**src/rtl/label_map_border_detector_assert.svh**
```systemverilog
// ----------------------------------------------------------------------------
// Label map border detector: assertion macros
// Shared concurrent assertion forms, clocked on clk and disabled during reset.
// ----------------------------------------------------------------------------
`ifndef LABEL_MAP_BORDER_DETECTOR_ASSERT_SVH
`define LABEL_MAP_BORDER_DETECTOR_ASSERT_SVH

// condition holds at every clock edge
`define LMBD_ASSERT_ALWAYS(lbl, cond, msg) \
	lbl: assert property (@(posedge clk) disable iff (!arst_n) (cond)) else $error(msg);

// consequence holds in the same cycle as the antecedent
`define LMBD_ASSERT_IMPLY(lbl, ante, cons, msg) \
	lbl: assert property (@(posedge clk) disable iff (!arst_n) (ante) |-> (cons)) \
		else $error(msg);

// consequence holds in the cycle after the antecedent
`define LMBD_ASSERT_NEXT(lbl, ante, cons, msg) \
	lbl: assert property (@(posedge clk) disable iff (!arst_n) (ante) |=> (cons)) \
		else $error(msg);

`endif

```
**src/rtl/lmbd_pkg.sv**
```systemverilog
// ----------------------------------------------------------------------------
// Label map border detector: package
// Result type, result queue sizing and configuration register codes.
// ----------------------------------------------------------------------------
`default_nettype none

package lmbd_pkg;

	// configuration port
	localparam int CFG_IDX_W  = 8;
	localparam int CFG_DATA_W = 16;
	localparam int IMG_W_BITS = 12;
	localparam int IMG_H_BITS = 13;

	localparam logic [CFG_IDX_W-1:0] CFG_IMAGE_WIDTH  = 8'd0;
	localparam logic [CFG_IDX_W-1:0] CFG_IMAGE_HEIGHT = 8'd1;

	// result fields
	localparam int POS_X_W = 11;
	localparam int POS_Y_W = 12;

	typedef struct packed {
		logic [POS_X_W-1:0] pos_x;
		logic [POS_Y_W-1:0] pos_y;
		logic               is_border;
		logic               frame_done;
		logic               last_of_item;
	} res_t;

	// up to two results enter the queue per cycle, the delayed one first
	typedef struct packed {
		logic valid0;
		logic valid1;
		res_t item0;
		res_t item1;
	} res_push_t;

	// result queue
	localparam int RQ_DEPTH = 8;
	localparam int RQ_PW    = 3;
	localparam int RQ_LVL_W = RQ_PW + 1;

	// highest fill level at which a new pixel is still taken
	localparam logic [RQ_LVL_W-1:0] RQ_ROOM_BUSY = RQ_LVL_W'(RQ_DEPTH - 4);
	localparam logic [RQ_LVL_W-1:0] RQ_ROOM_IDLE = RQ_LVL_W'(RQ_DEPTH - 2);

endpackage

`default_nettype wire

```
**src/rtl/lmbd_res_queue.sv**
```systemverilog
// ----------------------------------------------------------------------------
// Label map border detector: result queue
// Small register FIFO taking up to two results per cycle, one out per cycle unless stalled.
// ----------------------------------------------------------------------------
`default_nettype none
`include "label_map_border_detector_assert.svh"

module lmbd_res_queue (
	input  wire logic                           clk,
	input  wire logic                           arst_n,
	input  wire lmbd_pkg::res_push_t            push,
	output logic [lmbd_pkg::RQ_LVL_W-1:0]       level,
	output logic                                out_valid,
	input  wire logic                           out_stall,
	output lmbd_pkg::res_t                      out_item
);

	localparam logic [lmbd_pkg::RQ_LVL_W:0] MAX_LEVEL =
		(lmbd_pkg::RQ_LVL_W + 1)'(lmbd_pkg::RQ_DEPTH);

	lmbd_pkg::res_t                  entry_q [lmbd_pkg::RQ_DEPTH];
	logic [lmbd_pkg::RQ_PW-1:0]      wr_ptr_q;
	logic [lmbd_pkg::RQ_PW-1:0]      rd_ptr_q;
	logic [lmbd_pkg::RQ_LVL_W-1:0]   level_q;
	logic [lmbd_pkg::RQ_LVL_W:0]     level_next;
	logic [1:0]                      n_push;
	logic                            pop;

	assign level     = level_q;
	assign out_valid = (level_q != '0);
	assign out_item  = entry_q[rd_ptr_q];
	assign pop       = out_valid && !out_stall;

	// fill level bookkeeping
	always_comb begin
		n_push     = 2'({1'b0, push.valid0}) + 2'({1'b0, push.valid1});
		level_next = (lmbd_pkg::RQ_LVL_W + 1)'(level_q)
			+ (lmbd_pkg::RQ_LVL_W + 1)'(n_push)
			- (lmbd_pkg::RQ_LVL_W + 1)'(pop);
	end

	always_ff @(posedge clk or negedge arst_n) begin
		if (!arst_n) begin
			wr_ptr_q <= '0;
			rd_ptr_q <= '0;
			level_q  <= '0;
		end else begin
			wr_ptr_q <= wr_ptr_q + lmbd_pkg::RQ_PW'(n_push);
			if (pop) begin
				rd_ptr_q <= rd_ptr_q + lmbd_pkg::RQ_PW'(1);
			end
			level_q <= level_next[lmbd_pkg::RQ_LVL_W-1:0];
		end
	end

	// storage; a lone push always lands at the write pointer
	always_ff @(posedge clk) begin
		if (push.valid0 || push.valid1) begin
			entry_q[wr_ptr_q] <= push.valid0 ? push.item0 : push.item1;
		end
		if (push.valid0 && push.valid1) begin
			entry_q[wr_ptr_q + lmbd_pkg::RQ_PW'(1)] <= push.item1;
		end
	end

	`LMBD_ASSERT_ALWAYS(a_rq_no_overflow, level_next <= MAX_LEVEL, "result queue overflow")
	`LMBD_ASSERT_NEXT(a_rq_hold_valid, out_valid && out_stall, out_valid, "stalled result dropped")
	`LMBD_ASSERT_NEXT(a_rq_hold_item, out_valid && out_stall, $stable(out_item), "stalled result changed")

endmodule

`default_nettype wire

```
**config.mk**
```make
export PLATFORM = sky130hd
export DESIGN_NAME = lmbd_res_queue
export DESIGN_NICKNAME = d
export VERILOG_FILES = /design/src/rtl/lmbd_pkg.sv /design/src/rtl/lmbd_res_queue.sv
export VERILOG_INCLUDE_DIRS = /design/src /design/src/rtl
export SDC_FILE = /design/constraint.sdc
export NUM_CORES = 1
export LEC_CHECK = 0
export ABC_AREA = 1
export BUFFER_PORTS_ARGS = -buffer_cell sky130_fd_sc_hd__buf_4
export CAP_MARGIN = 40
export CELL_PAD_IN_SITES_DETAIL_PLACEMENT = 0
export CELL_PAD_IN_SITES_GLOBAL_PLACEMENT = 2
export CORE_MARGIN = 2
export CORE_UTILIZATION = 39
export DETAILED_ROUTE_END_ITERATION = 10
export GPL_ROUTABILITY_DRIVEN = 1
export PLACE_DENSITY_LB_ADDON = 0.1
export SLEW_MARGIN = 0
export SYNTH_ARGS = -nofsm -noshare
export SYNTH_HDL_FRONTEND = slang
export SYNTH_SLANG_ARGS = --single-unit
```
**constraint.sdc**
```tcl
create_clock -name clk -period 6.05 [get_ports clk]
set_input_delay 0.605 -clock clk [delete_from_list [all_inputs] [get_ports clk]]
set_output_delay 0.605 -clock clk [all_outputs]
set_load 0.05 [all_outputs]
```
==> results.json <==
{
  "endpoint_kind": "output port",
  "rows": 68,
  "clk_latency_ns": 0.54,
  "antennaDiodeCount": 0,
  "timing.setup.tns_ns": 0,
  "syn2layout_area_growth_pct": 13.8,
  "cts_resized": 0,
  "fmax_mhz": 256,
  "combPwrFrac_pct": 54.0,
  "hold_violations": 0,
  "drc_errors": 0,
  "cp_slowest_cell": "dfrtp_4",
  "reg2reg_from": "wr_ptr_q[0]$_DFF_PN0_",
  "outcome": "complete, no violations",
  "finalCriticalPeriod_ns": 3.90,
  "vias": 11900,
  "ys_seq_area_share_pct": 48.1,
  "slew_viol_final": 0,
  "rsz0062_at_grt": "false",
  "powerDensity_mw_per_mm2": 566,
  "first_global_vias": 11100,
  "cp_num_buf_inv": 3,
  "antenna_found_initial": 0,
  "startpoint": "rd_ptr_q[0]$_DFFE_PN0P_",
  "final_nets": 1868,
  "max_slew_margin_pct": 42.8,
  "cts.path.max_buffers": 3,
  "htreeDepth": 1,
  "clock-sinks": 218,
  "critical_path.top_delay_family": "buffers and inverters",
  "grt_pass1_wl_um": 71000,
  "vias_per_cell": 5.24,
  "synth_cells": 1806,
  "coreArea_sq_mm": 0.0343,
  "fin_ws_ns": 2.15,
  "path_cells": "clkinv_2, buf_12, nand2_1, nand3_1, nand2_1, nand2_1, nand2_1, buf_4",
  "cap_violations": 0,
  "synth_fp_nets": 1876,
  "drt_wl_total_um": 46800,
  "crit_arrival_ns": 3.30,
  "clockPowerShare_pct": 18.2,
  "totalPowerFinal_mw": 8.69,
  "cts_buffers": 26,
  "rr_endpoint": "entry_q[0][12]$_DFFE_PP_",
  "dieArea_sq_mm": 0.0361,
  "synthTopCellsByArea": "edfxtp_1 (46%), nand2_1 (24%), nand4_1 (9.6%), inv_1 (6.3%), nand3_1 (3.9%)",
  "worstHoldPathType": "in -> async",
  "cts_tree": "done",
  "syn-cell-area_sq_mm": 0.0135,
  "critical_path_class": "reg -> out",
  "fp.dieH_um": 190,
  "start_kind": "flip-flop",
  "worstPathMaxFanout": 76,
  "ios": 88,
  "wire_per_inst_um": 20.6,
  "swShare_pct": 50.5,
  "crit_path_max_incr_delay_ns": 0.82,
  "hold_ws_ns": 0.424,
  "grtUsageTotal_pct": 26.2,
  "synth_top_area_share_pct": 46.3,
  "place_ws_ns": 2.35,
  "grt_max_degree": 99,
  "yosysTopAreaCell": "edfxtp_1",
  "timing.final.crit_share_pct": 64.5,
  "yosys_warnings": 0,
  "r2r.worst_path.cells": 6,
  "layout_commonest_cell": "nand2_1",
  "layout-drive-gt1-share_pct": 9.96,
  "tightest_slew_ns": 0.859,
  "dr.pass1.iters": 7,
  "power.switching_mw": 4.39,
  "seqPwrFrac_pct": 27.7,
  "root_buffer": "clkbuf_16",
  "setup_viol": 0,
  "gp_congestion": 0.767,
  "ir_drop_uv": 585,
  "io_buffers": 87,
  "final_cell_mix": "nand2_1 (847), inv_1 (226), nand4_1 (208), edfxtp_1 (208), buf_4 (106)",
  "fin_skew_ns": 0.00950,
  "p_int_mw": 4.30,
  "synthDistinctLibCells": 25,
  "die_w_um": 190,
  "cp_common_cell": "nand2_1",
  "avgSynthCellArea_sq_um": 7.47,
  "leakage_nw": 7.57,
  "place_hpwl_um": 28100,
  "ys_ff_latch": 218,
  "drtAntennaViolNets": 0,
  "rrSetupSlack_ns": 2.67,
  "required_ns": 5.44,
  "cts.clk_slew.worst_paths_ns": 0.06,
  "grt_overflow": 0,
  "drt_first_iter_violations": 913,
  "initial_core_util_pct": 39.4
}
[worst reg2reg max path, stage by stage (launching register included)]
cell      delay [ns]
dfrtp_1         0.49
ha_4            0.55
clkinv_2        0.17
buf_4           0.43
nand3_2         0.71
o21ai_4         0.50
buf_16          0.23
[cells by family (layout without fill, tap and decap cells)]
family / Yosys count / count (layout) / synth area share, %
simple gates: 1173 / 1173 / 38.0
fa+ha+maj: 13 / 13 / 1.32
flops: 218 / 218 / 48.1
compound gates: 11 / 11 / 0.408
xor+xnor: 5 / 5 / 0.325
buf+inv: 386 / 397 / 11.8
[cell usage after synthesis]
cell and instances:
nand2_1 847, buf_6 1, clkbuf_1 56, nor2_4 1, nor2_1 1, nand3_1 105, or2_2 1, inv_1 226
nand2_4 1, nand2_2 1, o21ai_0 10, xnor2_1 2, inv_2 5, nand3_2 8, a21oi_1 1, xor2_1 3
fa_1 2, clkinv_1 2, buf_2 62, nand4_1 208, buf_4 17, edfxtp_1 208, ha_1 11, dfrtp_1 10
buf_1 17
[power by group through the flow]
stage / Clock [mW] / Sequential [mW] / Combinational, mW
finish: 1.58 / 2.41 / 4.70
global route: 1.66 / 2.45 / 5.11
CTS: 1.60 / 2.41 / 4.72
detailed placement: 0 / 2.44 / 4.72
global placement: 0 / 2.45 / 4.56
floorplan: 0 / 2.43 / 3.16
[state kept, by name, summed over array words and instances, names as in the netlist]
name      flops
entry_q     208
level         4
rd_ptr_q      3
wr_ptr_q      3
[final cells by class]
| class | instances | area, sq um |
|---|---|---|
| Clock buffer | 33 | 698 |
| Clock inverter | 14 | 140 |
| Fill cell | 3433 | 18900 |
| Inverter | 233 | 878 |
| Multi-Input combinational cell | 1202 | 5510 |
| Sequential cell | 218 | 6500 |
| Tap cell | 455 | 569 |
| Timing Repair Buffer | 117 | 1070 |
[repair_timing]
item | CTS | global route
buffers inserted | 0 | 0
setup endpoints to repair | 0 | 0
hold endpoints to repair | 10 | 0
hold buffers | 1 | 0
[how the worst max path moves through the flow]
stage	to	slack, ns	cells past startpoint
after floorplan	entry_q[6][0]$_DFFE_PP_	2.14	6
after global placement	entry_q[0][10]$_DFFE_PP_	2.35	7
after detailed placement	entry_q[5][11]$_DFFE_PP_	2.35	8
after CTS	out_item[15]	2.15	8
after global routing	out_item[15]	1.98	8
final	out_item[15]	2.15	8
[metal layers]
| layer | track usage, % | share of wire (%) | vias to the layer above |
|---|---|---|---|
| met4 | 6.56 | 2.2 | 0 |
| met5 | 0 | 0 | - |
| met3 | 2.69 | 5.6 | 72 |
| li1 | - | - | 5826 |
| met1 | 37.3 | 45 | 5649 |
| met2 | 42.6 | 47 | 368 |
[per-stage QoR]
stage | utilization [%] | area (sq um) | instances
after global placement | 41.7 | 14300 | 2216
after global routing | 44.8 | 15400 | 2272
after CTS | 44.8 | 15400 | 2272
after floorplan | - | 13500 | 1806
final | 44.8 | 15400 | 2272
after detailed placement | 42.3 | 14500 | 2224
No activity file was read; power rests on OpenSTA's default activity.
